**src/design/rsm_pkg.sv**
```systemverilog
// rsm_pkg: shared constants, item structs and helper functions for the
// rotation/scale matrix pipeline
// depends on nothing
package rsm_pkg;

	localparam int WORD_BITS    = 32;
	localparam int CORDIC_STEPS = 16;
	localparam int FRAC         = WORD_BITS - 2;

	// widths
	localparam int XW        = FRAC + 4;   // cordic x/y
	localparam int ZW        = 34;         // cordic angle, q30
	localparam int VW        = 48;         // angle before reduction, q30 offset positive
	localparam int RED_STEPS = 14;         // restoring reduction steps mod two pi
	localparam int SCW       = 31;         // scale fields
	localparam int CSW       = 18;         // cos/sin, signed q2.16
	localparam int DATW      = 32;         // matrix entries
	localparam int QW        = 33;         // quotient bits
	localparam int REMW      = 32;         // remainder bits
	localparam int DIV_STEPS = QW;
	localparam int PW        = CSW + SCW + 1;  // product width
	localparam int STEPW     = 5;

	localparam int IN_W   = 96;
	localparam int OUT_W  = 296;

	// angle constants, q30
	localparam logic [VW-1:0]        TWO_PI_V   = 48'd6746518852;
	localparam logic [VW-1:0]        RED_OFFSET = 48'd55267482435584; // 8192 turns
	localparam logic signed [ZW-1:0] TWO_PI_Z   = 34'sd6746518852;
	localparam logic signed [ZW-1:0] PI_Z       = 34'sd3373259426;
	localparam logic signed [ZW-1:0] HALF_PI_Z  = 34'sd1686629713;
	localparam logic signed [63:0]   GAIN_Q30   = 64'sh26DD3B6A;

	localparam logic signed [19:0] ONE_Q16  = 20'sd65536;
	localparam logic signed [19:0] MONE_Q16 = -20'sd65536;

	localparam logic [DATW-1:0] INT_MAX = 32'h7FFF_FFFF;
	localparam logic [DATW-1:0] INT_MIN = 32'h8000_0000;

	typedef struct packed {
		logic [VW-1:0]  v;
		logic [SCW-1:0] sx;
		logic [SCW-1:0] sy;
		logic           last;
	} red_t;

	typedef struct packed {
		logic signed [XW-1:0] x;
		logic signed [XW-1:0] y;
		logic signed [ZW-1:0] z;
		logic                 neg;
		logic [SCW-1:0]       sx;
		logic [SCW-1:0]       sy;
		logic                 last;
	} cord_t;

	typedef struct packed {
		logic [REMW-1:0] rem;
		logic [QW-1:0]   nq;
	} div_lane_t;

	typedef struct packed {
		logic signed [CSW-1:0]  c;
		logic signed [CSW-1:0]  s;
		logic [3:0][DATW-1:0]   fwd;
		logic                   fwd_ovf;
		logic [3:0]             neg;
		logic [3:0]             zero;
		logic                   last;
	} side_t;

	typedef struct packed {
		div_lane_t [3:0] lane;
		logic [SCW-1:0]  sx;
		logic [SCW-1:0]  sy;
		side_t           side;
	} div_t;

	// atan(2^-i), truncated q30
	function automatic logic signed [ZW-1:0] atan_q30(input logic [STEPW-1:0] i);
		logic [31:0] a;
		case (i)
			5'd0:  a = 32'h3243F6A8;
			5'd1:  a = 32'h1DAC6705;
			5'd2:  a = 32'h0FADBAFC;
			5'd3:  a = 32'h07F56EA6;
			5'd4:  a = 32'h03FEAB76;
			5'd5:  a = 32'h01FFD55B;
			5'd6:  a = 32'h00FFFAAA;
			5'd7:  a = 32'h007FFF55;
			5'd8:  a = 32'h003FFFEA;
			5'd9:  a = 32'h001FFFFD;
			5'd10: a = 32'h000FFFFF;
			5'd11: a = 32'h0007FFFF;
			5'd12: a = 32'h0003FFFF;
			5'd13: a = 32'h0001FFFF;
			5'd14: a = 32'h0000FFFF;
			5'd15: a = 32'h00007FFF;
			5'd16: a = 32'h00003FFF;
			5'd17: a = 32'h00001FFF;
			5'd18: a = 32'h00000FFF;
			5'd19: a = 32'h000007FF;
			5'd20: a = 32'h000003FF;
			5'd21: a = 32'h000001FF;
			5'd22: a = 32'h000000FF;
			5'd23: a = 32'h0000007F;
			5'd24: a = 32'h0000003F;
			5'd25: a = 32'h0000001F;
			5'd26: a = 32'h0000000F;
			5'd27: a = 32'h00000007;
			5'd28: a = 32'h00000003;
			5'd29: a = 32'h00000001;
			default: a = 32'h00000000;
		endcase
		return $signed({{(ZW-32){1'b0}}, a});
	endfunction

	// converged gain in FRAC fraction bits
	function automatic logic signed [XW-1:0] gain_init();
		logic signed [63:0] g;
		g = GAIN_Q30;
		if (FRAC >= 30)
			g = g <<< ((FRAC >= 30) ? FRAC - 30 : 0);
		else
			g = g >>> ((FRAC < 30) ? 30 - FRAC : 0);
		return g[XW-1:0];
	endfunction

	// FRAC fraction bits to q16, rounded half up, then clamped to [-1, 1]
	function automatic logic signed [19:0] to_q16_clamp(input logic signed [XW-1:0] x);
		logic signed [63:0] t;
		t = 64'(x);
		if (FRAC > 16) begin
			t = t + (64'sd1 <<< ((FRAC > 16) ? FRAC - 17 : 0));
			t = t >>> ((FRAC > 16) ? FRAC - 16 : 0);
		end else if (FRAC < 16) begin
			t = t <<< ((FRAC < 16) ? 16 - FRAC : 0);
		end
		if (t > 64'(ONE_Q16))
			return ONE_Q16;
		else if (t < 64'(MONE_Q16))
			return MONE_Q16;
		else
			return t[19:0];
	endfunction

endpackage

```
**src/design/rsm_red_cell.sv**
```systemverilog
// rsm_red_cell: one restoring step of the angle reduction modulo two pi
// depends on rsm_pkg
module rsm_red_cell import rsm_pkg::*; (
	input  logic        clk,
	input  logic        arst_n,
	input  logic        en,
	input  logic [3:0]  step,
	input  logic        in_valid,
	input  red_t        in_data,
	output logic        out_valid,
	output red_t        out_data
);

	logic [VW-1:0] m;
	red_t          nxt;

	assign m = TWO_PI_V << step;

	always_comb begin
		nxt = in_data;
		if (in_data.v >= m)
			nxt.v = in_data.v - m;
	end

	always_ff @(posedge clk or negedge arst_n) begin
		if (!arst_n) begin
			out_valid <= 1'b0;
		end else if (en) begin
			out_valid <= in_valid;
		end
	end

	always_ff @(posedge clk) begin
		if (en)
			out_data <= nxt;
	end

endmodule

```
**config.mk**
```make
export PLATFORM = sky130hd
export DESIGN_NAME = rsm_red_cell
export DESIGN_NICKNAME = d
export VERILOG_FILES = /design/src/design/rsm_pkg.sv /design/src/design/rsm_red_cell.sv
export SDC_FILE = /design/constraint.sdc
export NUM_CORES = 1
export LEC_CHECK = 0
export BUFFER_PORTS_ARGS = -buffer_cell sky130_fd_sc_hd__buf_2
export CAP_MARGIN = 20
export CORE_AREA = 2 2 154 156
export CTS_CLUSTER_DIAMETER = 100
export DETAILED_ROUTE_END_ITERATION = 8
export DIE_AREA = 0 0 156 158
export GPL_ROUTABILITY_DRIVEN = 0
export MAX_ROUTING_LAYER = met4
export PLACE_DENSITY_LB_ADDON = 0.25
export SYNTH_ARGS = -nofsm -noshare
export SYNTH_HDL_FRONTEND = slang
export SYNTH_SLANG_ARGS = --single-unit
```
**constraint.sdc**
```tcl
create_clock -name clk -period 0.8 [get_ports clk]
set_clock_uncertainty 0.1 [all_clocks]
set_input_delay 0.12 -clock clk [delete_from_list [all_inputs] [get_ports clk]]
set_output_delay 0.12 -clock clk [all_outputs]
set_load 0.02 [all_outputs]
```
After elaboration in Yosys (flattened, before gate mapping)
Index checks and enable logic that the tools add are counted.

Output and inout bits: 112. Register bits after elaboration: 112. Word-level logic and storage cells: 9. Input bits: 119.

Add/sub/neg operators: 1. Muxes and demuxes: 1. Shifts and indexed selects: 1. $lt $le $gt $ge: 1.

Operator list (count): 48-bit greater-or-equal comparator (1); 48-bit 2-to-1 mux (1); 33-bit by 4-bit left shift with 48-bit output, first input constant (1); 48-bit subtractor (1).

Longest topological paths before layout
Word-level depth: 3. Depth in mapped cells: 19. Mapped depth without buffers: 17.

Worst setup path after synthesis
OpenSTA, ideal clock, no wires.

Kind: input to register. Start: in step[1]. End: reg out_data[75] (netlist name), data pin. Required time: 0.438 ns. Stages on the path: 16. Data arrival time: 3.689 ns. Setup time: 0.262 ns. Setup slack: -3.251 ns. Path buffers: 2. Cells stage by stage: inv_1 > ha_1 > clkbuf_1 > inv_1 > or3_1 > ha_1 > o211ai_1 > a21oi_1 > nor2_1 > o21ai_1 > a221o_1 > a31o_2 > a221o_1 > a31oi_4 > buf_6 > mux2_1.

RTL lines: start, declared (line rsm_red_cell.sv:7) `input logic [3:0] step,`; end signal, assigned (line rsm_red_cell.sv:35) `out_data <= nxt;`; end, declared (line rsm_red_cell.sv:11) `output red_t out_data`.

==> metrics <==
status complete, but fails checks; failing checks negative hold slack, negative setup slack; Critical Path Source Type input port; # setup viols final 160; crit path setup slack, layout -2.69 ns; library cells used by synthesis 60; Max-slew headroom 0.713; Syn Inst Count 651; chip width 156 µm; Post-synth EDFFs 111; fin util 0.517; Synth top cells by count edfxtp_1 (111), nand2_1 (87), o21ai_0 (69); Layout fillers 2,039; cell chosen for the clock root clkbuf_16; Clock Latency Late Sink 0.36 ns; post-route ant nets 0; area delta synth->final 75.9%; Design Area, Final 11,900 µm²; critical path capture point type flip-flop; fin crit period 3.49 ns; grt total ovfl 0; total power 20.6 mW; Data arrival, critical path 3.50 ns; IO buf count 230; Setup crit end out_data[75]; most frequent cell after synthesis edfxtp_1; r2r startpoint out_valid; Final Slew Violations 0; Data required, critical path 0.81 ns; Seq/Total Area, Yosys 0.495; largest net degree at the start of global routing 26; CTS Buffer Depth 2; fin crit share 4.37; Max Cap Viol 0; Worst Path Max Fanout 8; Pwr Density 1730 nW/µm²; DR WL/cell 16.3 µm; first-pass GRT wire length 34.7 mm; share of the synthesized area in the top cell type 0.492; worst slew pin tran 0.426 ns; largest cells by area after synthesis edfxtp_1 (49%), ha_1 (10%), o21ai_0 (5.1%); vias in the first global route 6,651; final wirelength 23.9 mm; worst hold slack -0.111 ns; Inserted Clock Buffers 9; gr usage total 0.189; placed cell areas 9950 µm²; CP startpoint step[1]; Reg2Reg Depth 1; DR pass1 iterations 5; routed vias 6,853; H-tree levels 3; antenna violations before repair 6; clk sinks 112; fmax 286 MHz; Yosys reg bits 112; largest area contributor in the netlist edfxtp_1; Initial Util 0.294; die footprint 24,600 µm²; R2R setup slack -0.08 ns; IO Pins 231; Iter 0 DRT Violations 351; Cell Area, Synth 6780 µm²; core region area 23,100 µm²; DP HPWL 18.1 mm; share of layout cells above drive strength 1 0.459; critical path class input port to flip-flop; Primary FF master, synth edfxtp_1; # nets final 1,335; # hold bufs at CTS 67; RSZ-0062 raised after global routing true; Post-Syn Area per Cell 10.4 µm²; syn nets 824; Async SR Flop Fraction 0.00893; Fin. Hold Viols 27; vias per inst 4.69; Die Y 158 µm; synth warn 0; TritonCTS clock tree built; post-place setup slack -3.18 ns; r2r endpoint out_valid; drc violations 0; leak pwr 5.31 nW; VDD IR-drop max 0.000954 V; HP Class input port to flip-flop; Worst-path clk slew 0.08 ns; row cnt 56
[report_power, final]
group | total (mW) | switching, mW | internal (mW)
combinational | 8.35 | 4.00 | 4.35
clock | 4.61 | 2.39 | 2.22
sequential | 7.65 | 0.332 | 7.32
total | 20.6 | 6.72 | 13.9
[critical path, stage by stage]
cell and delay (ns):
buf_12 0.09, clkinvlp_4 0.13, buf_6 0.15, buf_4 0.13, ha_4 0.15, mux2i_2 0.21, mux2i_1 0.13, ha_1 0.36
a21o_1 0.21, a21o_1 0.17, a21o_1 0.21, a211oi_2 0.25, o21ai_1 0.12, a221o_1 0.41, a31oi_4 0.19, buf_12 0.16
mux2_4 0.29
[layout make-up]
| class | count | area, µm² | share of cell area |
|---|---|---|---|
| timing repair buffer | 531 | 4320 | 0.362 |
| multi-input combinational | 490 | 3500 | 0.293 |
| sequential | 112 | 3360 | 0.282 |
| tap | 290 | 363 | 0.0304 |
| clock buffer | 9 | 225 | 0.0189 |
| inverter | 18 | 78.8 | 0.00661 |
| clock inverter | 7 | 70.1 | 0.00588 |
| antenna | 5 | 12.5 | 0.00105 |
[metal layers]
layer | wire length [µm] | track usage | part of all wire | up-vias
met4 | 446 | 0.0511 | 0.019 | 0
met2 | 11600 | 0.326 | 0.49 | 204
met5 | 0 | - | 0 | -
met3 | 1400 | 0.0394 | 0.059 | 31
met1 | 10400 | 0.224 | 0.44 | 3152
li1 | - | - | - | 3466
[timing repair]
action | in CTS | in global routing
endpoints found under the setup margin | 159 | 159
pin swaps | 22 | 15
gates resized for setup | 120 | 133
buffers inserted | 10 | 6
hold endpoints to repair | 99 | 23
[cell families (layout without fill, tap and decap cells)]
group,after synthesis,after routing,synth area share
AOI/OAI and AO/OA,208,208,0.188
and+or+nand+nor,177,177,0.116
adders and majority gates,54,54,0.0997
DFF,112,112,0.495
xor gates and xnor gates,41,41,0.0530
muxes,10,10,0.0155
other,0,5,0
buffers and inverters,49,565,0.0321
[placed cells by master, fill, tap and decap left out, drive strengths merged, types with 6 or more instances in the layout]
cell         Yosys  layout
buf              7     464
edfxtp         111     111
nand2           87      87
o21ai           80      80
dlygate4sd3      0      67
ha              54      54
a21oi           47      47
nor2            36      36
xnor2           23      23
a21o            21      21
inv             18      21
xor2            18      18
nand3           10      10
clkbuf          24       9
a31oi            9       9
nor3             8       8
nand4            7       7
nor2b            7       7
nand2b           6       6
mux2i            6       6
[through the flow]
stage          std cells  TNS (ns)
6_report            1462   -156.76
5_1_grt             1462   -167.82
4_1_cts             1451   -154.11
3_5_place_dp        1358   -158.14
3_3_place_gp        1358   -155.56
2_1_floorplan        651   -129.54
[how the worst min path moves through the flow]
stage              from         to  slack, ns  cells after the start
6_report       in_valid  out_valid      -0.11                      2
5_1_grt        in_valid  out_valid      -0.12                      2
4_1_cts        in_valid  out_valid      -0.12                      2
3_5_place_dp     arst_n  out_valid      -0.20                      1
3_3_place_gp     arst_n  out_valid      -0.21                      1
2_1_floorplan    arst_n  out_valid      -0.28                      0
[registers in the layout (all words and copies together) (netlist names)]
| name | flops |
|---|---|
| out_valid | 1 |
| out_data | 111 |
No activity file was read; power rests on OpenSTA's default activity.
