## config.mk

```make
export PLATFORM = sky130hd
export DESIGN_NAME = rsm_div_cell
export DESIGN_NICKNAME = d
export VERILOG_FILES = /design/src/design/rsm_pkg.sv /design/src/design/rsm_div_cell.sv
export SDC_FILE = /design/constraint.sdc
export NUM_CORES = 1
export LEC_CHECK = 0
export ABC_AREA = 1
export BUFFER_PORTS_ARGS = -buffer_cell sky130_fd_sc_hd__buf_2
export CAP_MARGIN = 15
export CORE_AREA = 4 4 389 391
export CTS_BUF_LIST = sky130_fd_sc_hd__clkbuf_2 sky130_fd_sc_hd__clkbuf_4 sky130_fd_sc_hd__clkbuf_8
export CTS_CLUSTER_DIAMETER = 150
export DETAILED_ROUTE_END_ITERATION = 7
export DIE_AREA = 0 0 393 395
export PLACE_DENSITY = 0.46
export SLEW_MARGIN = 30
export SYNTH_ARGS = -nofsm -noshare
export SYNTH_HDL_FRONTEND = slang
export SYNTH_SLANG_ARGS = --single-unit
```

## constraint.sdc

```tcl
create_clock -name clk -period 1.8 [get_ports clk]
set_clock_uncertainty 0.15 [all_clocks]
set_input_delay 0.27 -clock clk [delete_from_list [all_inputs] [get_ports clk]]
set_output_delay 0.27 -clock clk [all_outputs]
set_load 0.01 [all_outputs]
```

## src/design/rsm_pkg.sv

```systemverilog
// rsm_pkg: shared constants, item structs and helper functions for the
// rotation/scale matrix pipeline
// depends on nothing
package rsm_pkg;

	localparam int WORD_BITS    = 32;
	localparam int CORDIC_STEPS = 16;
	localparam int FRAC         = WORD_BITS - 2;

	// widths
	localparam int XW        = FRAC + 4;   // cordic x/y
	localparam int ZW        = 34;         // cordic angle, q30
	localparam int VW        = 48;         // angle before reduction, q30 offset positive
	localparam int RED_STEPS = 14;         // restoring reduction steps mod two pi
	localparam int SCW       = 31;         // scale fields
	localparam int CSW       = 18;         // cos/sin, signed q2.16
	localparam int DATW      = 32;         // matrix entries
	localparam int QW        = 33;         // quotient bits
	localparam int REMW      = 32;         // remainder bits
	localparam int DIV_STEPS = QW;
	localparam int PW        = CSW + SCW + 1;  // product width
	localparam int STEPW     = 5;

	localparam int IN_W   = 96;
	localparam int OUT_W  = 296;

	// angle constants, q30
	localparam logic [VW-1:0]        TWO_PI_V   = 48'd6746518852;
	localparam logic [VW-1:0]        RED_OFFSET = 48'd55267482435584; // 8192 turns
	localparam logic signed [ZW-1:0] TWO_PI_Z   = 34'sd6746518852;
	localparam logic signed [ZW-1:0] PI_Z       = 34'sd3373259426;
	localparam logic signed [ZW-1:0] HALF_PI_Z  = 34'sd1686629713;
	localparam logic signed [63:0]   GAIN_Q30   = 64'sh26DD3B6A;

	localparam logic signed [19:0] ONE_Q16  = 20'sd65536;
	localparam logic signed [19:0] MONE_Q16 = -20'sd65536;

	localparam logic [DATW-1:0] INT_MAX = 32'h7FFF_FFFF;
	localparam logic [DATW-1:0] INT_MIN = 32'h8000_0000;

	typedef struct packed {
		logic [VW-1:0]  v;
		logic [SCW-1:0] sx;
		logic [SCW-1:0] sy;
		logic           last;
	} red_t;

	typedef struct packed {
		logic signed [XW-1:0] x;
		logic signed [XW-1:0] y;
		logic signed [ZW-1:0] z;
		logic                 neg;
		logic [SCW-1:0]       sx;
		logic [SCW-1:0]       sy;
		logic                 last;
	} cord_t;

	typedef struct packed {
		logic [REMW-1:0] rem;
		logic [QW-1:0]   nq;
	} div_lane_t;

	typedef struct packed {
		logic signed [CSW-1:0]  c;
		logic signed [CSW-1:0]  s;
		logic [3:0][DATW-1:0]   fwd;
		logic                   fwd_ovf;
		logic [3:0]             neg;
		logic [3:0]             zero;
		logic                   last;
	} side_t;

	typedef struct packed {
		div_lane_t [3:0] lane;
		logic [SCW-1:0]  sx;
		logic [SCW-1:0]  sy;
		side_t           side;
	} div_t;

	// atan(2^-i), truncated q30
	function automatic logic signed [ZW-1:0] atan_q30(input logic [STEPW-1:0] i);
		logic [31:0] a;
		case (i)
			5'd0:  a = 32'h3243F6A8;
			5'd1:  a = 32'h1DAC6705;
			5'd2:  a = 32'h0FADBAFC;
			5'd3:  a = 32'h07F56EA6;
			5'd4:  a = 32'h03FEAB76;
			5'd5:  a = 32'h01FFD55B;
			5'd6:  a = 32'h00FFFAAA;
			5'd7:  a = 32'h007FFF55;
			5'd8:  a = 32'h003FFFEA;
			5'd9:  a = 32'h001FFFFD;
			5'd10: a = 32'h000FFFFF;
			5'd11: a = 32'h0007FFFF;
			5'd12: a = 32'h0003FFFF;
			5'd13: a = 32'h0001FFFF;
			5'd14: a = 32'h0000FFFF;
			5'd15: a = 32'h00007FFF;
			5'd16: a = 32'h00003FFF;
			5'd17: a = 32'h00001FFF;
			5'd18: a = 32'h00000FFF;
			5'd19: a = 32'h000007FF;
			5'd20: a = 32'h000003FF;
			5'd21: a = 32'h000001FF;
			5'd22: a = 32'h000000FF;
			5'd23: a = 32'h0000007F;
			5'd24: a = 32'h0000003F;
			5'd25: a = 32'h0000001F;
			5'd26: a = 32'h0000000F;
			5'd27: a = 32'h00000007;
			5'd28: a = 32'h00000003;
			5'd29: a = 32'h00000001;
			default: a = 32'h00000000;
		endcase
		return $signed({{(ZW-32){1'b0}}, a});
	endfunction

	// converged gain in FRAC fraction bits
	function automatic logic signed [XW-1:0] gain_init();
		logic signed [63:0] g;
		g = GAIN_Q30;
		if (FRAC >= 30)
			g = g <<< ((FRAC >= 30) ? FRAC - 30 : 0);
		else
			g = g >>> ((FRAC < 30) ? 30 - FRAC : 0);
		return g[XW-1:0];
	endfunction

	// FRAC fraction bits to q16, rounded half up, then clamped to [-1, 1]
	function automatic logic signed [19:0] to_q16_clamp(input logic signed [XW-1:0] x);
		logic signed [63:0] t;
		t = 64'(x);
		if (FRAC > 16) begin
			t = t + (64'sd1 <<< ((FRAC > 16) ? FRAC - 17 : 0));
			t = t >>> ((FRAC > 16) ? FRAC - 16 : 0);
		end else if (FRAC < 16) begin
			t = t <<< ((FRAC < 16) ? 16 - FRAC : 0);
		end
		if (t > 64'(ONE_Q16))
			return ONE_Q16;
		else if (t < 64'(MONE_Q16))
			return MONE_Q16;
		else
			return t[19:0];
	endfunction

endpackage

```

## src/design/rsm_div_cell.sv

```systemverilog
// rsm_div_cell: one restoring quotient bit for the four inverse lanes
// depends on rsm_pkg
module rsm_div_cell import rsm_pkg::*; (
	input  logic  clk,
	input  logic  arst_n,
	input  logic  en,
	input  logic  in_valid,
	input  div_t  in_data,
	output logic  out_valid,
	output div_t  out_data
);

	div_t nxt;

	always_comb begin
		logic [REMW-1:0] t;
		logic [REMW-1:0] d;
		logic            ge;
		nxt = in_data;
		for (int k = 0; k < 4; k++) begin
			// lanes 0 and 1 divide by scale_x, 2 and 3 by scale_y
			d  = (k < 2) ? {1'b0, in_data.sx} : {1'b0, in_data.sy};
			t  = {in_data.lane[k].rem[REMW-2:0], in_data.lane[k].nq[QW-1]};
			ge = (t >= d);
			nxt.lane[k].rem = ge ? t - d : t;
			nxt.lane[k].nq  = {in_data.lane[k].nq[QW-2:0], ge};
		end
	end

	always_ff @(posedge clk or negedge arst_n) begin
		if (!arst_n) begin
			out_valid <= 1'b0;
		end else if (en) begin
			out_valid <= in_valid;
		end
	end

	always_ff @(posedge clk) begin
		if (en)
			out_data <= nxt;
	end

endmodule

```

======== Word level (Yosys, flattened, before mapping) ========
Index checks and enable logic that the tools add are counted.
storage, ports and cells
  flip-flop bits (word level) ............. 497
  input bits .............................. 500
operators by class
  $add $sub $neg .......................... 4
  multiplexer cells ....................... 4
  magnitude comparators ................... 4
operator list
  operator          count
  $ge A32 B31 Y1    4
  $mux W32          4
  $sub A32 B31 Y32  4

======== Longest topological paths before layout ========
Gate-level depths: netlist (run 1).
  depth after elaboration ................. 2
  mapped depth ............................ 16
  depth with buffers taken out ............ 15

======== Worst setup path before layout (run 1) ========
OpenSTA, ideal clock, no wires.
  path kind ............................... in2reg
  from .................................... input port in_data[333] (netlist name)
  to ...................................... register out_data[359] (netlist name) (data pin)
  buffers on the path ..................... 1
  cell stages on the path ................. 16
  data arrival time ....................... 1.790 ns
  setup time .............................. 0.253 ns
  data required time ...................... 1.397 ns
  path slack .............................. -0.393 ns
  cell sequence ........................... inv_1 > ha_1 > fa_1 > inv_1 > nand2_1 > nand2_1 > nand3_1 > nand2_2 > nand2_2 > nand3_2 > nand2_2 > nand2_4 > inv_4 > buf_6 > nand2_1 > nand2_1
RTL lines
  what                    line                text
  start: declaration      rsm_div_cell.sv:8   input div_t in_data,
  end signal: assignment  rsm_div_cell.sv:40  out_data <= nxt;
  end: declaration        rsm_div_cell.sv:10  output div_t out_data

==> flow_summary.yaml, run 1 <==
drt:
  detail_route.iter0.violations: 2020
  route.detailed.wl_per_inst_um: 19.9
  antenna_violating_nets_post_route: 0
  first_pass_iters: 8
  post_detailed_route_drc_marker_count: 0
  vias_per_cell: 4.02
  totalWireLength_um: 149000
  via_count: 30094
sta:
  rsz0062_at_grt: "yes"
  worst_pin_slew_ns: 0.610
  final-setup-viol-count: 215
  worst_slack_ns: -0.359
  period_minus_slack_ns: 2.16
  slew-limit-headroom_pct: 59.3
  report.final.hold_viol_count: 4
  final_worst_path_period_share_pct: 120
  fin_hold_ws_ns: -0.367
  slew_viol_final: 0
  timing_limited_maximum_frequency_mhz: 463
  fin_setup_tns_ns: -34.63
floorplanning:
  row_count: 141
  ioPinCount: 997
  fp.dieW_um: 393
  start_util_pct: 18.2
  design.die.area_mm2: 0.155
  die_height_um: 395
  design.core.area_mm2: 0.147
setup_path:
  cp_common_cell: "sky130_fd_sc_hd__nand2_1"
  critical_path.endpoint_type: "flip-flop"
  cell_at_the_slowest_stage_of_the_critical_path: "sky130_fd_sc_hd__dlygate4sd3_1"
  setup.worst_path.start_class: "primary input"
  timing.rr.end: "out_valid"
  timing.setup.critical_path_class: "primary input to flip-flop"
  endpoint: "out_data[466]"
  timing.critical_path.slowest_cell_delay_ns: 0.62
  worst_reg2reg_setup_slack_ns: 0.15
  critPathArrivalTime_ns: 2.55
  crit-reg2reg-launch: "out_valid"
  crit_start: "in_data[492]"
  critPathRequiredTime_ns: 2.19
  rr_worst_depth: 3
  crit_path_max_fanout: 8
  timing.critical_path.cells: "buf_2, dlygate4sd3_1, ha_4, nand2_1, nor3_2, nand2_1, buf_4, nor2_2, nor2_4, nand2_8, clkinv_8, nand2_1, nand2_1"
layout:
  stdcell_count: 7477
  num-fill-cells: 15189
  num-nets-final: 6091
  drive_gt1_share_pct: 34.8
  multi_input_area_mm2: 0.0107
  syn2layout_area_growth_pct: 87.9
  layout.area.seq_mm2: 0.0149
clock_tree:
  cts-htree-levels: 3
  cts.sink_count: 497
  root_buffer: "sky130_fd_sc_hd__clkbuf_8"
  insertion_delay_ns: 0.81
  path_clk_slew_ns: 0.06
  cts_made_buffers: 94
  tritoncts_clock_tree: "done"
  clk_path_buf_depth: 3
place:
  post-place-cells: 6501
  portBuffers: 992
  gp_congestion: 0.943
  post-dp-hpwl_um: 117000
  pre_cts_slack_ns: -0.887
yosys:
  synth-edff-count: 496
  average_size_of_a_mapped_cell_um2: 8.76
  post-synth-top-area-cell: "sky130_fd_sc_hd__edfxtp_1"
  ys_warn_count: 0
  synth_cells: 3069
  post_synth_main_area_contributors: "sky130_fd_sc_hd__edfxtp_1 55%, sky130_fd_sc_hd__nand2_1 17%, sky130_fd_sc_hd__inv_1 8.1%"
  yosys_register_bits: 497
  syn-cell-area_mm2: 0.0269
  yosys_most_used_dff: "sky130_fd_sc_hd__edfxtp_1"
  synthesis.nets: 3697
  synth.yosys.seq_area_share_pct: 55.5
  async_reset_ff_share_pct: 0.201
  yosys.area.top_type_share_pct: 55.4
  synth.lib_cells_used.distinct: 36
power_and_ir_drop:
  power.ir.vdd_worst_mv: 0.587
  power_leakage_nw: 24.5
  total_power_w: 0.0383
  power_density_mw_per_mm2: 759
status:
  outcome: "finished, violations left"
  failing_checks: "negative hold slack, negative setup slack"
flow_run:
  max_cap_viol_count: 0
global_route:
  wire_length_of_the_first_global_routing_pass_um: 202000
  total_track_usage_pct: 17.9
  grt_overflow: 0
  grt_max_degree: 72
  via_count_of_the_first_global_routing_pass: 30115
  antenna_found_initial: 41
hold_path:
  holdCritPathClass: "primary input to flip-flop"
[sequential cells by signal, indices dropped and copies added (netlist names)]
signal	count
out_data	496
out_valid	1
[logic make-up after synthesis]
| kind of cell | count (synthesis) | share of synthesized area [%] |
|---|---|---|
| adder cells (fa/ha/maj) | 128 | 6.07 |
| buffers and inverters | 617 | 9.17 |
| flip-flops | 497 | 55.5 |
| multiplexers | 1 | 0.0419 |
| AO/OA/AOI/OAI | 96 | 1.95 |
| AND/OR/NAND/NOR | 1674 | 25.4 |
| XOR/XNOR | 56 | 1.82 |
[report_power, final]
part	switching (W)	internal, W
Combinational	0.00593	0.00539
Clock	0.00554	0.00672
Sequential	0.000619	0.0141
[worst max-delay path: cells and delay by family]
kind,cells,cell delay (ns)
fa+ha+maj,1,0.31
buf+inv,4,0.99
simple gates,8,0.96
[synth_stat cells, drive strengths merged (2+ instances only)]
cell / number
nand2: 1240
a21oi: 68
nor3: 26
and2: 12
nor2: 179
or2: 8
nand3: 169
o21ai: 18
ha: 124
buf: 24
and3: 2
fa: 4
xor2: 55
nand3b: 13
inv: 592
o21bai: 8
edfxtp: 496
nand4: 25
[stage by stage]
step / utilization, % / instance area [um^2]
global placement: 26.5 / 39000
global route: 34.2 / 50500
CTS: 33.4 / 49200
floorplan: - / 27600
finish: 34.2 / 50500
detailed placement: 26.5 / 39000
[layer usage]
layer  vias to the layer above  GRT usage (%)  wire length, um
met5                         -              0              114
met4                        16           6.94             6470
met3                       267           3.98            10700
met2                      1133           29.5            68400
met1                     14135           22.6            63100
li1                      14543              -                -
[timing repair]
| item | 4_1_cts | 5_1_grt |
|---|---|---|
| cloned | 0 | 10 |
| setup buffers | 0 | 13 |
| endpoints found under the hold margin | 692 | 50 |
| pin swaps | 0 | 44 |
| hold buffers | 769 | 51 |
| resized for setup | 143 | 179 |
| setup endpoints to repair | 445 | 551 |
[cell type report]
cell class	count	area share [%]
multi-input combinational	1956	21.3
clock inverter	46	0.996
tap	1930	4.78
antenna	16	0.0793
sequential	497	29.5
inverter	593	4.63
clock buffer	118	2.92
timing repair buffer	2318	35.7
timing repair inverter	3	0.0570
[worst min-delay path by stage]
stage / slack (ns) / cells past startpoint / startpoint / endpoint
global placement: -0.10 / 1 / arst_n / out_valid
detailed placement: -0.10 / 1 / arst_n / out_valid
CTS: -0.45 / 1 / in_data[205] / out_data[205]
finish: -0.37 / 1 / in_data[174] / out_data[174]
global route: -0.45 / 1 / in_data[174] / out_data[174]
floorplan: -0.18 / 0 / arst_n / out_valid
[placed cells by master, fill, tap and decap left out, types with 67 or more instances in the layout]
master and count:
sky130_fd_sc_hd__dlygate4sd3_1 774, sky130_fd_sc_hd__buf_4 517, sky130_fd_sc_hd__nand2_1 1187, sky130_fd_sc_hd__buf_2 874, sky130_fd_sc_hd__edfxtp_1 496, sky130_fd_sc_hd__nand3_1 160
sky130_fd_sc_hd__clkbuf_8 94, sky130_fd_sc_hd__buf_6 114, sky130_fd_sc_hd__ha_4 67, sky130_fd_sc_hd__inv_1 563, sky130_fd_sc_hd__nor2_1 146
(Power assumes the default switching activity.)
==> run 2: changes to the inputs <==
ABC_CLOCK_PERIOD_IN_PS = 1800   (was not set)
SETUP_SLACK_MARGIN = 0.15   (was not set)
==> run 2 against run 1 <==
Effect of this change: the run still ends with negative hold slack, negative setup slack left; setup slack worse by 0.0076 ns; clock power about the same; non-clock buffer count up 32; highest routed layer unchanged; routed wire length up 1.4%; fmax down 0.35%; design area up 3.7%; utilization up 1.3 points; global-route usage up 0.082 points; critical path depth up 2; largest cell class unchanged.
==> flow_summary.yaml, run 2 (synthesized netlist as in run 1, its figures left out) <==
status:
  outcome: "finished, violations left"
  failing_checks: "negative hold slack, negative setup slack"
setup_path:
  critPathArrivalTime_ns: 2.52
  cell_at_the_slowest_stage_of_the_critical_path: "sky130_fd_sc_hd__dlygate4sd3_1"
  setup.worst_path.start_class: "primary input"
  cpLargestDelayFamily: "buffers and inverters"
  timing.setup.critical_path_class: "primary input to flip-flop"
  crit_path_max_fanout: 8
  timing.rr.end: "out_valid"
  worst-path-buf-inv: 5
  critPathRequiredTime_ns: 2.16
  timing.critical_path.cells: "buf_2, dlygate4sd3_1, ha_4, nand2_1, nor2_2, inv_2, nor2_4, nand2_2, nand3_4, nand2_4, nand2_8, buf_16, clkinv_16, nand2_2, nand2_1"
  rr_worst_depth: 3
  crit-reg2reg-launch: "out_valid"
  timing.critical_path.slowest_cell_delay_ns: 0.59
  critical_path.endpoint_type: "flip-flop"
  worst_reg2reg_setup_slack_ns: 0.15
sta:
  period_minus_slack_ns: 2.17
  report.final.hold_viol_count: 4
  slew-limit-headroom_pct: 60.1
  rsz0062_at_grt: "yes"
  slew_viol_final: 0
  fin_hold_ws_ns: -0.447
  worst_pin_slew_ns: 0.599
  final-setup-viol-count: 214
  final_worst_path_period_share_pct: 120
  worst_slack_ns: -0.367
  timing_limited_maximum_frequency_mhz: 461
power_and_ir_drop:
  power.ir.vdd_worst_mv: 0.587
  total_power_w: 0.0391
  power_leakage_nw: 25.2
  clock_power_share_pct: 31.3
  power_density_mw_per_mm2: 747
  switching_share_pct: 32.0
  seq_power_share_pct: 37.7
  power_switching_w: 0.0125
  pwr-share-comb_pct: 31.0
  internal_power_w: 0.0266
drt:
  totalWireLength_um: 151000
  post_detailed_route_drc_marker_count: 0
  detail_route.iter0.violations: 2048
  first_pass_iters: 5
  via_count: 30510
  vias_per_cell: 4.06
  antenna_violating_nets_post_route: 0
  route.detailed.wl_per_inst_um: 20.1
floorplanning:
  design.die.area_mm2: 0.155
  die_height_um: 395
  row_count: 141
  ioPinCount: 997
  start_util_pct: 18.2
  design.core.area_mm2: 0.147
  fp.dieW_um: 393
layout:
  largestRegisters: "out_data x496, out_valid x1"
  num-fill-cells: 14986
  num-nets-final: 6126
  syn2layout_area_growth_pct: 94.8
  drive_gt1_share_pct: 40.1
  number_of_flip_flops_in_the_largest_register: 496
  layout.cells.most_common_list: "1,050 x sky130_fd_sc_hd__nand2_1, 867 x sky130_fd_sc_hd__buf_2, 768 x sky130_fd_sc_hd__dlygate4sd3_1"
  mostFrequentLayoutCell: "sky130_fd_sc_hd__nand2_1"
  max_flop_register: "out_data"
clock_tree:
  path_clk_slew_ns: 0.06
  root_buffer: "sky130_fd_sc_hd__clkbuf_8"
  cts-htree-levels: 3
  insertion_delay_ns: 0.81
  clk_path_buf_depth: 3
  cts.sink_count: 497
  tritoncts_clock_tree: "done"
  cts_made_buffers: 94
hold_path:
  hold_path_end: "out_data[174]"
  holdCritPathClass: "primary input to flip-flop"
  hold_start: "in_data[174]"
  holdPathStages: 1
global_route:
  total_track_usage_pct: 18.0
  grt_max_degree: 72
  via_count_of_the_first_global_routing_pass: 30126
  grt_overflow: 0
  wire_length_of_the_first_global_routing_pass_um: 203000
  antenna_found_initial: 39
place:
  gp_congestion: 0.943
  portBuffers: 992
  post-dp-hpwl_um: 117000
  pre_cts_slack_ns: -0.887
flow_run:
  max_cap_viol_count: 0
-- run 2: cell count changes in the layout (fill, tap and decap cells not counted), sizes merged --
| cell | delta |
|---|---|
| clkinv | +4 |
| dlygate4sd3 | -6 |
| diode | -1 |
| clkinvlp | +10 |
| buf | +38 |
| inv | -11 |
-- run 2: cell type report --
| type | count | area [um^2] | area share [%] |
|---|---|---|---|
| Multi-Input combinational cell | 1956 | 12000 | 23.0 |
| Timing Repair inverter | 6 | 109 | 0.208 |
| Sequential cell | 497 | 14900 | 28.5 |
| Clock inverter | 46 | 503 | 0.961 |
| Tap cell | 1930 | 2410 | 4.61 |
| Timing Repair Buffer | 2350 | 18400 | 35.2 |
| Clock buffer | 118 | 1470 | 2.82 |
| Inverter | 593 | 2400 | 4.59 |
| Antenna cell | 15 | 37.5 | 0.0717 |
-- run 2: layer usage --
layer,GRT usage (%),up-vias,part of all wire [%]
li1,-,14606,-
met3,4.01,274,7.3
met2,29.7,1191,46
met4,6.85,16,4.2
met5,0,-,0.072
met1,22.8,14423,42
-- run 2: how the worst max path moves through the flow --
stage                             start             to  slack, ns  cells after the start
after floorplan            in_data[333]  out_data[359]      -0.30                     16
after global placement     in_data[212]  out_data[292]      -0.89                     15
after detailed placement   in_data[212]  out_data[292]      -0.89                     15
after CTS                 out_data[106]  out_data[106]      -0.42                      1
after global routing       in_data[279]  out_data[289]      -0.39                     15
final                      in_data[279]  out_data[292]      -0.37                     15
-- run 2: repair_timing --
item,in CTS,in global routing
hold endpoints to repair,692,56
setup endpoints to repair,554,630
buffers inserted,6,40
pin swaps,7,132
hold buffers,765,54
cloned,2,14
resized for setup,186,539
-- run 2: power by group through the flow --
stage | Combinational [W] | Clock, W | Sequential, W
final | 0.0121 | 0.0123 | 0.0147
after global routing | 0.0130 | 0.0131 | 0.0148
after CTS | 0.0109 | 0.0126 | 0.0147
after detailed placement | 0.00916 | 0 | 0.0149
after global placement | 0.00914 | 0 | 0.0149
after floorplan | 0.00332 | 0 | 0.0153
-- run 2: through the flow --
step	cells	util, %	setup TNS, ns	cell area (um^2)
after floorplan	3069	-	-33.84	27600
after global placement	6501	26.5	-98.72	39000
after detailed placement	6501	26.5	-97.86	39000
after CTS	7438	33.5	-67.89	49500
after global routing	7503	35.5	-59.14	52300
final	7511	35.5	-39.38	52400
