`src/design/rsm_pkg.sv`:
```
// rsm_pkg: shared constants, item structs and helper functions for the
// rotation/scale matrix pipeline
// depends on nothing
package rsm_pkg;

	localparam int WORD_BITS    = 32;
	localparam int CORDIC_STEPS = 16;
	localparam int FRAC         = WORD_BITS - 2;

	// widths
	localparam int XW        = FRAC + 4;   // cordic x/y
	localparam int ZW        = 34;         // cordic angle, q30
	localparam int VW        = 48;         // angle before reduction, q30 offset positive
	localparam int RED_STEPS = 14;         // restoring reduction steps mod two pi
	localparam int SCW       = 31;         // scale fields
	localparam int CSW       = 18;         // cos/sin, signed q2.16
	localparam int DATW      = 32;         // matrix entries
	localparam int QW        = 33;         // quotient bits
	localparam int REMW      = 32;         // remainder bits
	localparam int DIV_STEPS = QW;
	localparam int PW        = CSW + SCW + 1;  // product width
	localparam int STEPW     = 5;

	localparam int IN_W   = 96;
	localparam int OUT_W  = 296;

	// angle constants, q30
	localparam logic [VW-1:0]        TWO_PI_V   = 48'd6746518852;
	localparam logic [VW-1:0]        RED_OFFSET = 48'd55267482435584; // 8192 turns
	localparam logic signed [ZW-1:0] TWO_PI_Z   = 34'sd6746518852;
	localparam logic signed [ZW-1:0] PI_Z       = 34'sd3373259426;
	localparam logic signed [ZW-1:0] HALF_PI_Z  = 34'sd1686629713;
	localparam logic signed [63:0]   GAIN_Q30   = 64'sh26DD3B6A;

	localparam logic signed [19:0] ONE_Q16  = 20'sd65536;
	localparam logic signed [19:0] MONE_Q16 = -20'sd65536;

	localparam logic [DATW-1:0] INT_MAX = 32'h7FFF_FFFF;
	localparam logic [DATW-1:0] INT_MIN = 32'h8000_0000;

	typedef struct packed {
		logic [VW-1:0]  v;
		logic [SCW-1:0] sx;
		logic [SCW-1:0] sy;
		logic           last;
	} red_t;

	typedef struct packed {
		logic signed [XW-1:0] x;
		logic signed [XW-1:0] y;
		logic signed [ZW-1:0] z;
		logic                 neg;
		logic [SCW-1:0]       sx;
		logic [SCW-1:0]       sy;
		logic                 last;
	} cord_t;

	typedef struct packed {
		logic [REMW-1:0] rem;
		logic [QW-1:0]   nq;
	} div_lane_t;

	typedef struct packed {
		logic signed [CSW-1:0]  c;
		logic signed [CSW-1:0]  s;
		logic [3:0][DATW-1:0]   fwd;
		logic                   fwd_ovf;
		logic [3:0]             neg;
		logic [3:0]             zero;
		logic                   last;
	} side_t;

	typedef struct packed {
		div_lane_t [3:0] lane;
		logic [SCW-1:0]  sx;
		logic [SCW-1:0]  sy;
		side_t           side;
	} div_t;

	// atan(2^-i), truncated q30
	function automatic logic signed [ZW-1:0] atan_q30(input logic [STEPW-1:0] i);
		logic [31:0] a;
		case (i)
			5'd0:  a = 32'h3243F6A8;
			5'd1:  a = 32'h1DAC6705;
			5'd2:  a = 32'h0FADBAFC;
			5'd3:  a = 32'h07F56EA6;
			5'd4:  a = 32'h03FEAB76;
			5'd5:  a = 32'h01FFD55B;
			5'd6:  a = 32'h00FFFAAA;
			5'd7:  a = 32'h007FFF55;
			5'd8:  a = 32'h003FFFEA;
			5'd9:  a = 32'h001FFFFD;
			5'd10: a = 32'h000FFFFF;
			5'd11: a = 32'h0007FFFF;
			5'd12: a = 32'h0003FFFF;
			5'd13: a = 32'h0001FFFF;
			5'd14: a = 32'h0000FFFF;
			5'd15: a = 32'h00007FFF;
			5'd16: a = 32'h00003FFF;
			5'd17: a = 32'h00001FFF;
			5'd18: a = 32'h00000FFF;
			5'd19: a = 32'h000007FF;
			5'd20: a = 32'h000003FF;
			5'd21: a = 32'h000001FF;
			5'd22: a = 32'h000000FF;
			5'd23: a = 32'h0000007F;
			5'd24: a = 32'h0000003F;
			5'd25: a = 32'h0000001F;
			5'd26: a = 32'h0000000F;
			5'd27: a = 32'h00000007;
			5'd28: a = 32'h00000003;
			5'd29: a = 32'h00000001;
			default: a = 32'h00000000;
		endcase
		return $signed({{(ZW-32){1'b0}}, a});
	endfunction

	// converged gain in FRAC fraction bits
	function automatic logic signed [XW-1:0] gain_init();
		logic signed [63:0] g;
		g = GAIN_Q30;
		if (FRAC >= 30)
			g = g <<< ((FRAC >= 30) ? FRAC - 30 : 0);
		else
			g = g >>> ((FRAC < 30) ? 30 - FRAC : 0);
		return g[XW-1:0];
	endfunction

	// FRAC fraction bits to q16, rounded half up, then clamped to [-1, 1]
	function automatic logic signed [19:0] to_q16_clamp(input logic signed [XW-1:0] x);
		logic signed [63:0] t;
		t = 64'(x);
		if (FRAC > 16) begin
			t = t + (64'sd1 <<< ((FRAC > 16) ? FRAC - 17 : 0));
			t = t >>> ((FRAC > 16) ? FRAC - 16 : 0);
		end else if (FRAC < 16) begin
			t = t <<< ((FRAC < 16) ? 16 - FRAC : 0);
		end
		if (t > 64'(ONE_Q16))
			return ONE_Q16;
		else if (t < 64'(MONE_Q16))
			return MONE_Q16;
		else
			return t[19:0];
	endfunction

endpackage

```
`src/design/rsm_cordic_cell.sv`:
```
// rsm_cordic_cell: one rotation-mode cordic micro-rotation
// depends on rsm_pkg
module rsm_cordic_cell import rsm_pkg::*; (
	input  logic             clk,
	input  logic             arst_n,
	input  logic             en,
	input  logic [STEPW-1:0] step,
	input  logic             in_valid,
	input  cord_t            in_data,
	output logic             out_valid,
	output cord_t            out_data
);

	logic signed [XW-1:0] dx, dy;
	logic signed [ZW-1:0] da;
	cord_t                nxt;

	assign dx = in_data.y >>> step;
	assign dy = in_data.x >>> step;
	assign da = atan_q30(step);

	always_comb begin
		nxt = in_data;
		if (!in_data.z[ZW-1]) begin
			nxt.x = in_data.x - dx;
			nxt.y = in_data.y + dy;
			nxt.z = in_data.z - da;
		end else begin
			nxt.x = in_data.x + dx;
			nxt.y = in_data.y - dy;
			nxt.z = in_data.z + da;
		end
	end

	always_ff @(posedge clk or negedge arst_n) begin
		if (!arst_n) begin
			out_valid <= 1'b0;
		end else if (en) begin
			out_valid <= in_valid;
		end
	end

	always_ff @(posedge clk) begin
		if (en)
			out_data <= nxt;
	end

endmodule

```
`config.mk`:
```
export PLATFORM = sky130hd
export DESIGN_NAME = rsm_cordic_cell
export DESIGN_NICKNAME = d
export VERILOG_FILES = /design/src/design/rsm_pkg.sv /design/src/design/rsm_cordic_cell.sv
export SDC_FILE = /design/constraint.sdc
export NUM_CORES = 1
export LEC_CHECK = 0
export BUFFER_PORTS_ARGS = -buffer_cell sky130_fd_sc_hd__buf_2
export CAP_MARGIN = 10
export CORE_ASPECT_RATIO = 0.9
export CORE_MARGIN = 2
export CORE_UTILIZATION = 29
export CTS_CLUSTER_DIAMETER = 60
export CTS_CLUSTER_SIZE = 25
export DETAILED_ROUTE_END_ITERATION = 8
export GPL_TIMING_DRIVEN = 1
export HOLD_SLACK_MARGIN = 0.06
export PLACE_DENSITY = 0.44
export SLEW_MARGIN = 20
export SYNTH_ARGS = -nofsm -noshare
export SYNTH_HDL_FRONTEND = slang
export SYNTH_SLANG_ARGS = --single-unit
```
`constraint.sdc`:
```
create_clock -name clk -period 0.92 [get_ports clk]
set_input_delay 0.046 -clock clk [delete_from_list [all_inputs] [get_ports clk]]
set_output_delay 0.046 -clock clk [all_outputs]
set_load 0.02 [all_outputs]
```
Word level (Yosys, flattened, before mapping)
Memories as Yosys holds them, arrays and structs flattened.
Cells that the tools add are included.
{"block": "word_totals", "ff_bits": 167, "latchBits": 0, "ram_bits": 0, "romBits": 960, "memories": 1}
{"block": "op_classes", "addsub": 6, "mul": 0, "n_div": 0, "order_cmp": 0, "n_eq_ne": 0, "n_shift": 2, "mux": 1, "bitwise_logic": 0, "reduce_logical": 0}
{"name": "(name not given)", "words": 32, "word_bits": 30, "read_ports": 1, "rd_ports_with_merged_regs": 0, "wr": 0, "line": "rsm_pkg.sv:83", "source": "case (i)"}
{"operator": "two-way mux 102 bit", "n": 1}
{"operator": "adder 34 bit", "n": 2}
{"operator": ">>> shifter 34 x 5 -> 34 bit", "n": 2}
{"operator": "subtractor 34 bit", "n": 2}
{"operator": "adder 34 x 33 -> 34 bit", "n": 1}
{"operator": "subtractor 34 x 33 -> 34 bit", "n": 1}

Logic depth before layout (Yosys ltp)
Gate-level depths: netlist of run 1.
{"block": "depth", "depth_word": 3, "mapped_depth": 27, "ltp_nobuf": 21}

Worst setup path after synthesis of run 1
Ideal clock, no wire load.
{"block": "synth_timing", "kind": "input port to flip-flop", "start": "input step[1]", "end": "register out_data[96] (netlist name), data pin", "setup_ns": 0.261, "arrival_ns": 4.920, "slack_ns": -4.261, "cell_stages": 21, "path_buffers": 4, "cell_sequence": "clkbuf_1 > clkinv_1 > buf_1 > clkbuf_1 > ha_1 > nor2b_1 > a21oi_1 > o21ai_0 > nand3_1 > nor2_1 > a31oi_1 > buf_1 > xor2_1 > ha_1 > nand3_1 > or4_1 > a211oi_1 > o2111ai_1 > a31oi_1 > nor4_1 > a311o_1"}
{"item": "start, declared", "line": "rsm_cordic_cell.sv:7", "source": "input logic [STEPW-1:0] step,"}
{"item": "end signal, assigned", "line": "rsm_cordic_cell.sv:45", "source": "out_data <= nxt;"}
{"item": "end, declared", "line": "rsm_cordic_cell.sv:11", "source": "output cord_t out_data"}

==> results of run 1 <==
-- cells by family (layout without fill, tap and decap cells) --
group	Yosys count	in the layout	share of synthesized area [%]
compound gates	538	538	21.22
buf+inv	142	1405	3.847
xor+xnor	168	168	8.700
mux	155	155	14.33
flops	167	167	29.62
other cells	0	2	0
simple gates	463	463	13.79
fa+ha+maj	113	113	8.493
-- area by class of cell --
| type | instances | area (um2) |
|---|---|---|
| Sequential cell | 167 | 5010 |
| Inverter | 46 | 191.4 |
| Multi-Input combinational cell | 1437 | 13490 |
| Antenna cell | 2 | 5.005 |
| Fill cell | 5379 | 26910 |
| Timing Repair Buffer | 1327 | 10160 |
| Tap cell | 765 | 957.2 |
| Clock inverter | 15 | 183.9 |
| Clock buffer | 17 | 425.4 |
-- power by group --
part | leakage (nW) | internal, mW | total [mW] | switching [mW]
logic | 11.6 | 13.6 | 27.4 | 13.8
clock network | 0.299 | 3.89 | 7.65 | 3.75
registers | 1.64 | 10.4 | 10.8 | 0.343
total | 13.6 | 28.0 | 45.9 | 17.9
-- placed cells by master (no fill, tap or decap), types with 68 or more instances in the layout --
cell           instances
nor2_1                83
buf_2                330
ha_1                  92
buf_4                805
a21oi_1               76
xnor2_1               84
dlygate4sd3_1         68
nand2_1              100
buf_6                 83
edfxtp_1             166
-- what timing repair did --
action                                  in CTS  in global routing
endpoints found under the hold margin       93                  4
endpoints found under the setup margin     269                311
resized for setup                          217                360
cloned                                       1                  4
pin swaps                                   73                207
setup buffers                               40                 71
-- per-layer routing --
layer  up-vias  GRT usage [%]
met1      9528          34.17
met5         -              0
met3        90          4.536
li1       9252              -
met2       605          41.63
met4         0          8.219
-- state kept, by name, indices dropped and copies added, names as in the netlist --
name       cells
out_data     166
out_valid      1
-- worst paths after layout --
| path | from | endpoint | slack [ns] | cells after the start |
|---|---|---|---|---|
| max | step[0] | out_data[163]$_DFFE_PP_ | -3.57 | 24 |
| min | in_data[64] | out_data[64]$_DFFE_PP_ | -0.13 | 2 |
| max reg2reg | out_valid$_DFFE_PN0P_ | out_valid$_DFFE_PN0P_ | 0.17 | 1 |
| min reg2reg | out_valid$_DFFE_PN0P_ | out_valid$_DFFE_PN0P_ | 0.52 | 1 |
| max in group asynchronous | arst_n | out_valid$_DFFE_PN0P_ | 0.44 | 3 |
| min in group asynchronous | arst_n | out_valid$_DFFE_PN0P_ | 0.38 | 3 |
==> reports/qor.csv, run 1 <==
stage,metric,value,unit
final_layout,Nets,3284,
route,post-route ant nets,0,
place,placed inst area,25730,um2
sta,fmax,222.8,MHz
clocking,maximum buffer depth of the clock tree,2,
worst_setup_path,Crit-path slowest cell,mux4_2,
global_routing,first-pass GRT wire length,115700,um
floorplanning,die area,60270,um2
synth,Yosys top cell area share,29.47,%
status,status,finished with violations,
sta,Fin Setup TNS,-295.49,ns
clocking,CTS tree,yes,
route,TritonRoute pass-1 iters,5,
final_layout,fin area,30420,um2
synth,Post-synth EDFFs,166,
worst_setup_path,CP cell instances,clkbuf_16 > buf_6 > mux4_2 > mux2_2 > buf_4 > o21bai_1 > o221ai_1 > nor4b_2 > buf_4 > and4bb_4 > buf_6 > a31oi_2 > xnor2_2 > ha_1 > inv_1 > nor3_2 > buf_4 > a221oi_4 > buf_4 > nor3_4 > a21oi_2 > a211o_1 > buf_4 > xnor2_1,
clocking,Post-CTS Hold Buffers,68,
worst_setup_path,critical path data required time,1.17,ns
sta,Slew Limit Fails,0,
final_layout,Area growth syn-to-layout,79.85,%
global_routing,largest net degree at the start of global routing,38,
global_routing,total track usage,25.51,%
clocking,total CTS buffers,17,
sta,Relative slew margins,60.22,%
floorplanning,die width,258.6,um
synth,most frequent cells after synthesis,"166 x edfxtp_1, 145 x a21oi_1, 122 x nand2_1, 113 x nor2_1, 110 x ha_1",
sta,Final period util,487.8,%
sta,min Tclk post-route,4.488,ns
synth,"Avg Cell Area, Syn",9.686,um2
power_and_ir_drop,power per cell area,1507,nW/um2
synth,Main synth FF type,edfxtp_1,
clocking,Clock transition at path regs,0.08,ns
final_layout,share of cells above drive strength 1,58.92,%
clocking,H-tree Lvls,4,
synth,Area contributors post-synth,"edfxtp_1 29%, ha_1 8.1%, mux4_2 7.7%, xnor2_1 5.5%, a21oi_1 4.3%",
route,met3 WL post-DR,4729,um
power_and_ir_drop,leakage,13.58,nW
route,detailed-route wire length,80080,um
place,Post-Place Cells,3564,
place,PortBufs,341,
global_routing,vias in the first global route,19460,
synth,YS warnings,0,
route,DRC Markers,0,
synth,top-count cell post-synth,edfxtp_1,
place,Place WS,-4.744,ns
worst_setup_path,WP buf/inv,9,
worst_setup_path,crit-path max cell delay,0.51,ns
status,failing checks,"hold timing, setup timing",
synth,"area leader, netlist",edfxtp_1,
floorplanning,Initial Util,29.50,%
hold_path,class of the worst hold path,in -> reg,
sta,unrepaired setup endpoints after global routing,yes,
worst_setup_path,crit-path max FO,4,
synth,register area share after synthesis,29.62,%
route,via/cell ratio,5.158,
clocking,Clock Latency Late Sink,0.50,ns
final_layout,Final Non-Filler Cells,3776,
synth,synthesized cell area,16910,um2
place,GP Congestion,0.9561,
worst_setup_path,Critical Path Start Type,input port,
floorplanning,# IOs,342,
synth,"Async S/R FF share, synth",0.5988,%
sta,final hold vios,3,
floorplanning,DIE HEIGHT,233.1,um
sta,Final Skew,0,ns
sta,Final WS setup,-3.568,ns
route,top sig layer,met4,
sta,Slew @ Worst Pin,0.5875,ns
worst_setup_path,"CP delay by family, top",buffers and inverters,
worst_setup_path,kind of critical path,in -> reg,
floorplanning,Std-Cell Rows,83,
power_and_ir_drop,"Power, Total",45.85,mW
flow_run,maxcap violations,0,
synth,Syn Inst Count,1746,
worst_setup_path,Crit path top cell by count,buf_4,
synth,synth unique cells,91,
worst_setup_path,crit path capture type,flop,
sta,WHS,-0.1332,ns
route,Avg WL per Cell,21.21,um
sta,Setup Viol. Count Final,273,
final_layout,final design utilization,53.06,%
clocking,CTS root buf,clkbuf_16,
global_routing,total global routing overflow,0,
floorplanning,core region area,57330,um2
route,Iteration-0 DRC Markers,1354,
route,routed length on met1,35350,um
synth,syn nets,2034,
clocking,CTS Sinks,167,
route,WL met2,37940,um
worst_setup_path,Worst Path Arrival,4.73,ns
synth,#FFs+latches synth,167,
place,HPWL Detailed,63060,um
power_and_ir_drop,Peak VDD IR,1.198,mV
route,DR vias,19480,
global_routing,initial antenna violation count,1,
Power figures use the tool's default switching activity.
==> inputs of run 2 (changes only) <==
==> constraint.sdc (replaced) <==
create_clock -name clk -period 0.92 [get_ports clk]
set_input_delay 0.184 -clock clk [delete_from_list [all_inputs] [get_ports clk]]
set_output_delay 0.184 -clock clk [all_outputs]
set_load 0.02 [all_outputs]
==> run 2 against run 1 <==
Net effect: the run ends with setup timing left; clock-buffer cell count increased by 1; register-to-register slack got worse by 0.05 ns; core utilization increased by 2.2 points; final cell count increased by 0.61%; non-clock buffer count increased by 24; wire length increased by 1.2%; sequential power about the same; die area unchanged; clock skew unchanged; cell area increased by 4.2%; sequential share of layout area decreased by 0.67 points; first-iteration DRC count decreased by 16%; largest cell class unchanged.
==> reports/qor.csv, run 2 (synthesis gave the netlist of run 1 again) <==
stage,metric,value,unit
worst_setup_path,flop2flop setup slack,0.12,ns
worst_setup_path,crit path launch,step[0],
place,HPWL Detailed,63180,um
status,status,finished with violations,
final_layout,Area growth syn-to-layout,87.45,%
worst_setup_path,critical path data required time,1.16,ns
final_layout,max reg flops,166,
worst_setup_path,Critical Path Start Type,input port,
worst_setup_path,FF-to-FF path depth,1,
final_layout,Final Non-Filler Cells,3799,
sta,Slew @ Worst Pin,0.8133,ns
clocking,H-tree Lvls,4,
clocking,Clock Latency Late Sink,0.50,ns
sta,unrepaired setup endpoints after global routing,yes,
place,Post-Place Cells,3558,
clocking,maximum buffer depth of the clock tree,2,
floorplanning,Initial Util,29.50,%
place,placed inst area,25660,um2
final_layout,"most common cell after layout, fill and taps aside",buf_4,
global_routing,total global routing overflow,0,
floorplanning,die area,60270,um2
sta,Relative slew margins,45.78,%
sta,Setup Viol. Count Final,269,
worst_setup_path,crit-path max cell delay,0.52,ns
floorplanning,die width,258.6,um
power_and_ir_drop,leakage,13.98,nW
floorplanning,Std-Cell Rows,83,
route,DRC Markers,0,
power_and_ir_drop,power per cell area,1499,nW/um2
route,Iteration-0 DRC Markers,1141,
final_layout,share of cells above drive strength 1,61.23,%
global_routing,first-pass GRT wire length,117700,um
route,via/cell ratio,5.177,
sta,Final WS setup,-3.709,ns
route,post-route ant nets,0,
sta,final hold vios,0,
final_layout,Biggest register,out_data,
power_and_ir_drop,Peak VDD IR,1.575,mV
sta,fmax,216.0,MHz
worst_setup_path,Crit-path slowest cell,mux4_2,
worst_setup_path,reg2reg start,out_valid$_DFFE_PN0P_,
worst_setup_path,crit path capture type,flop,
global_routing,vias in the first global route,19890,
final_layout,Storage cell area,5010,um2
sta,Final period util,503.1,%
global_routing,largest net degree at the start of global routing,27,
clocking,CTS Sinks,167,
clocking,total CTS buffers,17,
sta,Slew Limit Fails,0,
clocking,CTS root buf,clkbuf_16,
worst_setup_path,Worst Path Arrival,4.87,ns
route,Avg WL per Cell,21.34,um
worst_setup_path,reg2reg end,out_valid$_DFFE_PN0P_,
route,DR vias,19670,
route,detailed-route wire length,81050,um
hold_path,class of the worst hold path,in -> reg,
clocking,Clock transition at path regs,0.08,ns
clocking,CTS tree,yes,
status,failing checks,setup timing,
global_routing,total track usage,26.03,%
sta,Fin Setup TNS,-339.98,ns
clocking,Post-CTS Hold Buffers,67,
place,GP Congestion,0.9812,
place,PortBufs,341,
worst_setup_path,Crit path depth,25,
sta,min Tclk post-route,4.629,ns
worst_setup_path,kind of critical path,in -> reg,
worst_setup_path,Crit path top cell by count,buf_6,
final_layout,Largest regs,"out_data x166, out_valid x1",
final_layout,fin area,31700,um2
floorplanning,# IOs,342,
worst_setup_path,"CP delay by family, top",compound AO/OA/AOI/OAI gates,
sta,Final Skew,0,ns
final_layout,Nets,3308,
floorplanning,core region area,57330,um2
worst_setup_path,Critical Path Sink,out_data[124]$_DFFE_PP_,
floorplanning,DIE HEIGHT,233.1,um
final_layout,most frequent cells in the layout,"803 x buf_4, 251 x buf_2, 184 x buf_6, 166 x edfxtp_1, 98 x nand2_1",
final_layout,Fillers,5173,
route,TritonRoute pass-1 iters,5,
global_routing,initial antenna violation count,1,
power_and_ir_drop,"Power, Total",47.52,mW
final_layout,area of the multi-input gates,14010,um2
flow_run,maxcap violations,0,
worst_setup_path,crit-path max FO,7,
worst_setup_path,WP buf/inv,6,
-- run 2: cell count changes in the layout (fill, tap and decap cells not counted), moves of 5 or more --
cell | previous run | this run
a21oi_4 | 8 | 14
buf_12 | 31 | 26
o21ai_4 | 2 | 9
ha_4 | 9 | 21
ha_1 | 92 | 80
nand3_1 | 31 | 25
inv_2 | 2 | 7
buf_6 | 83 | 184
buf_2 | 330 | 251
inv_1 | 40 | 33
a21oi_1 | 76 | 69
buf_8 | 3 | 12
mux2_2 | 31 | 26
mux2_4 | 8 | 13
-- run 2: final cells by class --
cell class              instances  area share (%)
diodes                          1        0.007894
inverters                      46          0.6275
clock buffers                  18           1.354
flip-flops and latches        167           15.80
well taps                     765           3.019
multi-input cells            1437           44.18
clock inverters                14          0.4933
repair buffers               1351           34.51
-- run 2: how the worst min path moves through the flow --
stage,slack [ns],cells past startpoint,from,endpoint
6_report,0.01,2,in_data[64],out_data[64]$_DFFE_PP_
5_1_grt,0.001,2,in_data[64],out_data[64]$_DFFE_PP_
4_1_cts,-0.04,2,in_data[64],out_data[64]$_DFFE_PP_
3_5_place_dp,-0.04,1,arst_n,out_valid$_DFFE_PN0P_
3_3_place_gp,-0.04,1,arst_n,out_valid$_DFFE_PN0P_
2_1_floorplan,-0.11,0,arst_n,out_valid$_DFFE_PN0P_
-- run 2: per-layer routing --
layer / GRT usage [%] / routed length (um) / vias to the layer above
li1: - / - / 9287
met1: 33.75 / 35610 / 9638
met2: 42.68 / 37990 / 629
met3: 5.111 / 4779 / 115
met4: 10.22 / 2680 / 0
met5: 0 / 0 / -
-- run 2: timing repair --
action | in CTS | in global routing
resized for setup | 430 | 441
pin swaps | 209 | 216
cloned | 3 | 3
setup buffers | 86 | 81
hold endpoints to repair | 69 | 2
setup endpoints to repair | 269 | 269
-- run 2: metrics by stage --
| step | util [%] | hold WS (ns) | worst slack, ns |
|---|---|---|---|
| 2_1_floorplan | - | -0.1116 | -3.868 |
| 3_3_place_gp | 44.77 | -0.04060 | -4.704 |
| 3_5_place_dp | 44.77 | -0.03887 | -4.783 |
| 4_1_cts | 51.30 | -0.04282 | -3.592 |
| 5_1_grt | 55.30 | 0.001366 | -3.814 |
| 6_report | 55.30 | 0.01125 | -3.709 |
-- run 2: report_power, final --
group | switching [mW] | internal, mW | leakage (nW)
sequential | 0.504 | 10.4 | 1.64
combinational | 14.2 | 14.9 | 12.1
clock | 3.65 | 3.84 | 0.281
